$ cat src/mrs_pkg.sv
`default_nettype none
package mrs_pkg;
    localparam int SAMPLE_BITS = 24;
    localparam int MAX_COLUMNS = 4096;
    localparam logic signed [23:0] S24_MAX = 24'sh7FFFFF;
    localparam logic signed [23:0] S24_MIN = -24'sh800000;
    localparam logic [22:0] STD_MAX = 23'h7FFFFF;

    localparam logic [0:0] ADDR_BEAM = 1'b0;
    localparam logic [0:0] ADDR_BAD  = 1'b1;

    localparam logic [2:0] BEAM_RESET = 3'd1;

    function automatic logic [2:0] beam_of(input logic [7:0] code);
        logic [2:0] b;
        begin
            case (code)
                8'd1:    b = 3'd1;
                8'd2:    b = 3'd2;
                8'd4:    b = 3'd3;
                8'd8:    b = 3'd4;
                8'd16:   b = 3'd5;
                default: b = 3'd0;
            endcase
            return b;
        end
    endfunction
endpackage
`default_nettype wire

$ cat src/mrs_mathseq.sv
`default_nettype none
// Row finish math: one 32x32 multiplier reused for the 64-bit products, then
// bit-serial division (128 steps) and square root (32 steps), then mean division.
module mrs_mathseq import mrs_pkg::*; (
    input  wire logic               i_clk,
    input  wire logic               i_rst_n,
    input  wire logic               i_start,
    input  wire logic signed [35:0] i_sum,
    input  wire logic [59:0]        i_sq,
    input  wire logic [12:0]        i_n,
    output logic                    o_done,
    output logic signed [23:0]      o_mean,
    output logic [31:0]             o_sd
);
    localparam logic [2:0] S_IDLE = 3'd0;
    localparam logic [2:0] S_MUL  = 3'd1;
    localparam logic [2:0] S_DIV  = 3'd2;
    localparam logic [2:0] S_SQRT = 3'd3;
    localparam logic [2:0] S_MEAN = 3'd4;
    localparam logic [2:0] S_DONE = 3'd5;

    logic [2:0]   r_st;
    logic [2:0]   r_mstep;
    logic [6:0]   r_cnt;
    logic [127:0] r_acc;
    logic [127:0] r_num;
    logic [63:0]  r_a, r_b;
    logic [63:0]  r_rem, r_q, r_d;
    logic [31:0]  r_res;
    logic [35:0]  r_asum;
    logic         r_neg;
    logic [35:0]  r_mq;
    logic [12:0]  r_n;

    logic [31:0] w_ma, w_mb;
    logic [63:0] w_p;
    logic [1:0]  w_i, w_j;
    assign w_i  = r_mstep[1] ? 2'd1 : 2'd0;
    assign w_j  = r_mstep[0] ? 2'd1 : 2'd0;
    assign w_ma = w_i[0] ? r_a[63:32] : r_a[31:0];
    assign w_mb = w_j[0] ? r_b[63:32] : r_b[31:0];
    assign w_p  = w_ma * w_mb;

    logic [64:0] w_rs;
    logic [64:0] w_rsub;
    logic [65:0] w_trial;
    logic [66:0] w_sub;
    logic [36:0] w_mrem;
    logic [36:0] w_msub;

    assign w_rs   = {r_rem, r_num[127]};
    assign w_rsub = w_rs - {1'b0, r_d};
    // sqrt: two bits of remainder per step
    assign w_trial = {r_rem, r_acc[63:62]};
    assign w_sub   = {1'b0, w_trial} - {33'd0, r_res, 2'b01};
    assign w_mrem  = {r_rem[35:0], r_asum[35]};
    assign w_msub  = w_mrem - {24'd0, r_n};

    always_ff @(posedge i_clk) begin
        if (!i_rst_n) begin
            r_st <= S_IDLE;
        end else begin
            case (r_st)
                S_IDLE: begin
                    if (i_start) begin
                        r_st    <= S_MUL;
                        r_mstep <= 3'd0;
                        r_a     <= {51'd0, i_n};
                        r_b     <= {4'd0, i_sq};
                        r_acc   <= '0;
                        r_n     <= i_n;
                        r_neg   <= i_sum[35];
                        r_asum  <= i_sum[35] ? -i_sum : i_sum;
                        r_d     <= {38'd0, 26'(i_n) * 26'(i_n - 13'd1)};
                    end
                end
                S_MUL: begin
                    // steps 0-3: n*sq, steps 4-7: |sum|^2 subtracted
                    if (r_mstep[2])
                        r_acc <= r_acc - ({64'd0, w_p} << (32 * (w_i + w_j)));
                    else
                        r_acc <= r_acc + ({64'd0, w_p} << (32 * (w_i + w_j)));
                    r_mstep <= r_mstep + 3'd1;
                    if (r_mstep == 3'd3) begin
                        r_a <= {28'd0, r_asum};
                        r_b <= {28'd0, r_asum};
                    end
                    if (r_mstep == 3'd7) begin
                        r_st  <= S_DIV;
                        r_cnt <= '0;
                        r_rem <= '0;
                        r_q   <= '0;
                    end
                end
                S_DIV: begin
                    if (r_cnt == 7'd0 && r_rem == 64'd0 && r_q == 64'd0)
                        r_num <= r_acc;
                    if (!(r_cnt == 7'd0 && r_rem == 64'd0 && r_q == 64'd0 &&
                          r_num != r_acc)) begin
                        r_num <= r_num << 1;
                        if (!w_rsub[64]) begin
                            r_rem <= w_rsub[63:0];
                            r_q   <= {r_q[62:0], 1'b1};
                        end else begin
                            r_rem <= w_rs[63:0];
                            r_q   <= {r_q[62:0], 1'b0};
                        end
                        r_cnt <= r_cnt + 7'd1;
                        if (r_cnt == 7'd127) r_st <= S_SQRT;
                    end
                end
                S_SQRT: begin
                    if (r_cnt == 7'd0) begin
                        r_acc <= {64'd0, r_q};
                        r_rem <= '0;
                        r_res <= '0;
                        r_cnt <= 7'd1;
                    end else begin
                        r_acc <= r_acc << 2;
                        if (!w_sub[66]) begin
                            r_rem <= w_sub[63:0];
                            r_res <= {r_res[30:0], 1'b1};
                        end else begin
                            r_rem <= w_trial[63:0];
                            r_res <= {r_res[30:0], 1'b0};
                        end
                        r_cnt <= r_cnt + 7'd1;
                        if (r_cnt == 7'd32) begin
                            r_st  <= S_MEAN;
                            r_cnt <= '0;
                            r_rem <= '0;
                        end
                    end
                end
                S_MEAN: begin
                    r_asum <= r_asum << 1;
                    if (!w_msub[36]) begin
                        r_rem <= {28'd0, w_msub[35:0]};
                        r_mq  <= {r_mq[34:0], 1'b1};
                    end else begin
                        r_rem <= {28'd0, w_mrem[35:0]};
                        r_mq  <= {r_mq[34:0], 1'b0};
                    end
                    r_cnt <= r_cnt + 7'd1;
                    if (r_cnt == 7'd35) r_st <= S_DONE;
                end
                S_DONE: r_st <= S_IDLE;
                default: r_st <= S_IDLE;
            endcase
        end
    end

    logic [35:0] w_m;
    assign w_m    = r_neg ? -r_mq : r_mq;
    assign o_done = (r_st == S_DONE);
    assign o_mean = w_m[23:0];
    assign o_sd   = r_res;

    a_mean_count: assert property (@(posedge i_clk) disable iff (!i_rst_n)
        (r_st == S_MEAN) |-> (r_n >= 13'd2)) else $error("divide with count below two");
    a_mul_step: assert property (@(posedge i_clk) disable iff (!i_rst_n)
        (r_st == S_MUL) |-> (r_mstep <= 3'd7)) else $error("bad product step");
    a_done_state: assert property (@(posedge i_clk) disable iff (!i_rst_n)
        o_done |-> (r_st == S_DONE)) else $error("done outside done state");
endmodule
`default_nettype wire

$ cat config.mk
export PLATFORM = sky130hd
export DESIGN_NAME = mrs_mathseq
export DESIGN_NICKNAME = d
export VERILOG_FILES = /design/src/mrs_pkg.sv /design/src/mrs_mathseq.sv
export SDC_FILE = /design/constraint.sdc
export NUM_CORES = 2
export LEC_CHECK = 0
export ABC_AREA = 1
export BUFFER_PORTS_ARGS = -buffer_cell sky130_fd_sc_hd__buf_2
export CAP_MARGIN = 20
export CORE_UTILIZATION = 37
export DETAILED_ROUTE_END_ITERATION = 6
export SLEW_MARGIN = 40
export SYNTH_ARGS = -nofsm -noshare
export SYNTH_HDL_FRONTEND = slang
export SYNTH_SLANG_ARGS = --single-unit
$ cat constraint.sdc
create_clock -name i_clk -period 11.88 [get_ports i_clk]
set_input_delay 2.376 -clock i_clk [delete_from_list [all_inputs] [get_ports i_clk]]
set_output_delay 2.376 -clock i_clk [all_outputs]
set_load 0.005 [all_outputs]
Word-level counts from Yosys, hierarchy flattened. Index checks and enable logic that the tools add are counted.

$add $sub $neg: 11. Multipliers: 2. Equality and inequality tests: 20. Shifts and indexed selects: 1. Multiplexer cells: 47. Reduce and logical (&&, ||, !) cells: 23.

Operators with widths (number): 2-to-1 mux 128 bit (5); 2-to-1 mux 64 bit (10); one-hot mux 128 bit (3 select lines) (1); one-hot mux 64 bit (2 select lines) (3); one-hot mux 64 bit (4 select lines) (1); adder 128 bit (1); zero test 64 bit (2); != test 128 bit (1); left shift 64 x 7 -> 128 bit (1); subtractor 128 bit (1); 2-to-1 mux 36 bit (3); one-hot mux 36 bit (2 select lines) (1); subtractor 66 x 34 -> 67 bit (1); subtractor 65 x 26 -> 65 bit (1); multiplier 32 x 32 -> 64 bit (1); 2-to-1 mux 32 bit (2); subtractor 37 x 13 -> 37 bit (1); negation 36 bit (1); 2-to-1 mux 7 bit (4); one-hot mux 7 bit (4 select lines) (1); multiplier 14 x 14 -> 26 bit (1); 2-to-1 mux 24 bit (1); 2-to-1 mux 3 bit (8); negation 24 bit (1); other kinds (23) (51).

Register bits: 657. Input bits: 112. Output and inout bits: 57.

Longest topological paths before layout.
Depth after elaboration: 7. Mapped depth: 67. Gate-level depth less buffers: 65.

Worst setup path before layout. No wires, ideal clock.

Kind: register to register. From: register r_mstep[0]. To: register r_acc[120] (data pin). Library setup time: 0.266 ns. Arrival time: 10.011 ns. Path slack: 1.603 ns. Cell stages (with the launch flop): 51. Path buffers: 4. Clock period less this slack: 10.277 ns. Path through: edfxtp_1 -> clkbuf_1 -> clkbuf_1 -> o21ai_1 -> inv_1 -> clkbuf_1 -> nand2_1 -> fa_1 -> fa_1 -> fa_1 -> fa_1 -> fa_1 -> fa_1 -> fa_1 -> fa_1 -> inv_1 -> ha_1 -> nand2_1 -> [15 not listed] -> nand2_1 -> xnor2_1 -> ha_1 -> nand2_1 -> nor2_1 -> inv_1 -> nor2_1 -> inv_1 -> nor2_1 -> inv_1 -> nor4_1 -> nand3_1 -> nand2_1 -> nand3_1 -> o2111ai_1 -> a21oi_1 -> o21ai_0 -> o21ai_0.

Cells in the longest elaborated chain, start to end: 7. Elaborated cells on any way between the ends: 9. Classes of those cells: add/sub: 3; mul: 1; shift: 1; mux: 4.

RTL lines: start, declared (RTL line mrs_mathseq.sv:23) `logic [2:0] r_mstep;`; start signal, assigned (RTL line mrs_mathseq.sv:83) `r_mstep <= r_mstep + 3'd1;`; 2-to-1 mux 1 bit (*) (RTL line mrs_mathseq.sv:39) `assign w_j = r_mstep[0] ? 2'd1 : 2'd0;`; 2-to-1 mux 32 bit (RTL line mrs_mathseq.sv:41) `assign w_mb = w_j[0] ? r_b[63:32] : r_b[31:0];`; multiplier 32 x 32 -> 64 bit (RTL line mrs_mathseq.sv:42) `assign w_p = w_ma * w_mb;`; left shift 64 x 7 -> 128 bit (*) (RTL line mrs_mathseq.sv:80, mrs_mathseq.sv:82); adder 128 bit or subtractor 128 bit (tied branches) (RTL line mrs_mathseq.sv:82, mrs_mathseq.sv:80); 2-to-1 mux 128 bit (*) (RTL line mrs_mathseq.sv:79) `if (r_mstep[2])`; one-hot mux 128 bit (3 select lines) (*) (RTL line mrs_mathseq.sv:63) `case (r_st)`; end signal, assigned (RTL line mrs_mathseq.sv:80) `r_acc <= r_acc - ({64'd0, w_p} << (32 * (w_i + w_j)));`; end signal, assigned (RTL line mrs_mathseq.sv:82) `r_acc <= r_acc + ({64'd0, w_p} << (32 * (w_i + w_j)));`; end signal, assigned (RTL line mrs_mathseq.sv:114) `r_acc <= {64'd0, r_q};`; end, declared (RTL line mrs_mathseq.sv:25) `logic [127:0] r_acc;`.

Mark *: on every way between the ends. The rest lies on a longest branch, timed or not. A chain may end at the register's enable or synchronous reset.

Final worst setup path.
From: register r_mstep[0]. To: register r_acc[101] (data pin).

The elaborated chain is that of the path after synthesis.

==> flow_summary.toml <==
[outcome]
status = "finished clean"

[critical_path]
slowest_delay_ns = 0.60
rr_endpoint = "r_acc[101]"
cp-start-kind = "register"
cp-end-kind = "register"
worstPathRequired_ns = 12.31
path_delay_family = "adder cells"
r2r_setup_slack_ns = 0.37
worstRegToRegCells = 48
path_class = "reg -> reg"
cp_common_cell = "nand2_1"
slowest_stage = "fa_1"
crit_fanout = 21
worstPathArrival_ns = 11.94
reg2reg_from = "r_mstep[0]"
crit_buf_inv = 11

[final_layout]
syn_to_final_growth_pct = 21.47
fin_util_pct = 45.27
nNetsFinal = 14890
drive_gt1_share_pct = 17.24

[placed_design]
hpwl_um = 304300
gp_congestion = 1.054
numPortBuffers = 168

[synth]
yosysTopAreaCell = "fa_1"
synth_warnings = 0
synth_seq_area_share_pct = 20.85
synth_top_area_share_pct = 22.93
postSynthCellCount = 11820
synth_area_um2 = 89740
synth_ff_type = "edfxtp_1"
synth_most_common_cell = "nand2_1"
synth_top_cells_by_count = "nand2_1 (2687), inv_1 (2112), nor2_1 (1413)"
synth_seq_cells = 624
synthArstFlopShare_pct = 0
avgSynthCellArea_um2 = 7.591
ys_top_cells_by_area = "fa_1 (23%), edfxtp_1 (21%), nand2_1 (11%)"
syn_nets = 13540
ys_types = 71
synth_edf_count = 621

[cts]
clk_pin_slew_ns = 0.06
postCtsHoldBufs = 0
cts_max_level = 3
cts_tree = "built"
cts_buffers = 81
cts_sinks = 624
cts-root-buf = "clkbuf_16"
cts.path.max_buffers = 3
insertion_delay_ns = 0.75

[grt]
grt_pass1_vias = 84470
grt_util_all_layers_pct = 29.48
antenna_found_initial = 23
grt_pass1_wl_um = 537400
grt_max_degree = 108
grt_overflow = 0

[worst_hold_path]
min_from = "r_mq[16]"
holdPathEnd = "r_mq[17]"
min_path_type = "reg -> reg"
hold_depth = 0

[detailed_routing]
num_vias = 86160
routedWlPerCell_um = 22.07
drt-pass1-iter-count = 6
drc = 0
via_per_inst = 5.245
routed_wl_um = 362400
ant_nets = 0
drt_iter0_markers = 9337

[run]
cap_violations = 0

[timing]
setup_viol = 0
clock_skew_ns = 0.05375
fin_crit_ns = 11.51
final.period_utilization_pct = 96.88
slew_violations = 0
worst_slew_pin_slew_ns = 0.9714
fmax_mhz = 86.88
slew_headroom_pct = 35.24
rsz0062_at_grt = "true"
hold_viol_final = 0

[die]
rows = 180
chipWidth_um = 494.5
io_pins = 169
die_h_um = 494.5
die-area_um2 = 244500
coreArea_um2 = 240800
initial_utilization_pct = 37.27
==> per-layer routing <==
layer	wire [um]	up-vias	GRT usage (%)
met2	157200	3791	45.15
met5	36	-	0
met3	34110	615	4.964
met4	15940	6	11.37
met1	155100	41630	41.35
li1	-	40120	-
==> placed cells by master, fill, tap and decap left out, drive strengths merged, types with 9 or more instances in the layout <==
cell type	count
ha	579
o22ai	22
fa	1028
nand2	2712
inv	2143
nor2	1441
o221ai	70
a21oi	592
nand4	129
xnor2	195
nor3	94
nor4	60
nand3	418
o21bai	25
buf	1629
or2	103
a22oi	13
mux2	22
o211ai	58
o21ai	678
o21a	61
a31oi	39
clkbuf	92
nand3b	10
edfxtp	621
a21boi	18
xor2	215
a21o	13
diode	11
o2111ai	23
nor3b	9
clkinv	56
==> final cells by class <==
| class | instances | area [um^2] |
|---|---|---|
| multi-input combinational | 8673 | 62930 |
| clock inverter | 49 | 523.0 |
| timing repair buffer | 1629 | 12600 |
| tap | 3185 | 3985 |
| antenna | 11 | 27.53 |
| inverter | 2163 | 8163 |
| clock buffer | 92 | 2068 |
| sequential | 624 | 18710 |
| fill | 24250 | 131800 |
==> worst max-delay path by stage <==
stage                          start    endpoint  cells after the start
after global placement    r_mstep[0]  r_acc[101]                     50
after CTS                 r_mstep[0]  r_acc[101]                     55
after detailed placement  r_mstep[0]  r_acc[101]                     53
after global routing      r_mstep[0]  r_acc[116]                     59
after floorplan           r_mstep[0]  r_acc[120]                     50
final                     r_mstep[0]  r_acc[101]                     48
==> stage by stage <==
stage                     std cells  TNS [ns]  worst slack [ns]  area, um^2  hold slack [ns]
after floorplan               11820         0             1.603       89740           0.4507
after global placement        16250  -0.01699          -0.01699      104800           0.4692
after detailed placement      16260   -0.4411           -0.1951      104900           0.4702
after CTS                     16400         0          0.009213      107600           0.4840
after global routing          16420   -0.5477          -0.08934      109000           0.4849
final                         16430         0            0.3703      109000           0.4817
==> timing repair <==
action,4_1_cts,5_1_grt
setup endpoints to repair,5,82
setup buffers,0,14
endpoints found under the hold margin,0,0
pin swaps,0,44
gates resized for setup,15,328
==> kinds of logic (layout without fill, tap and decap cells) <==
kind of cell | Yosys count | after routing | share of synthesized area, %
compound gates | 1640 | 1640 | 10.29
xor+xnor | 410 | 410 | 4.010
fa+ha+maj | 1607 | 1607 | 31.01
buf+inv | 2525 | 3933 | 10.62
flops | 624 | 624 | 20.85
mux | 22 | 22 | 0.2761
other cells | 0 | 11 | 0
simple gates | 4994 | 4994 | 22.95
==> sequential cells by signal, indices dropped and copies added, names as in the netlist, 7 cells and up <==
| register | count |
|---|---|
| r_q | 64 |
| r_a | 36 |
| r_num | 128 |
| r_cnt | 7 |
| r_d | 25 |
| r_mq | 24 |
| r_acc | 128 |
| r_n | 13 |
| r_b | 60 |
| o_sd | 32 |
| r_rem | 64 |
| r_asum | 36 |
Power is not shown: default switching activity piles up to over one toggle a cycle in this logic, so the estimate is an artifact.
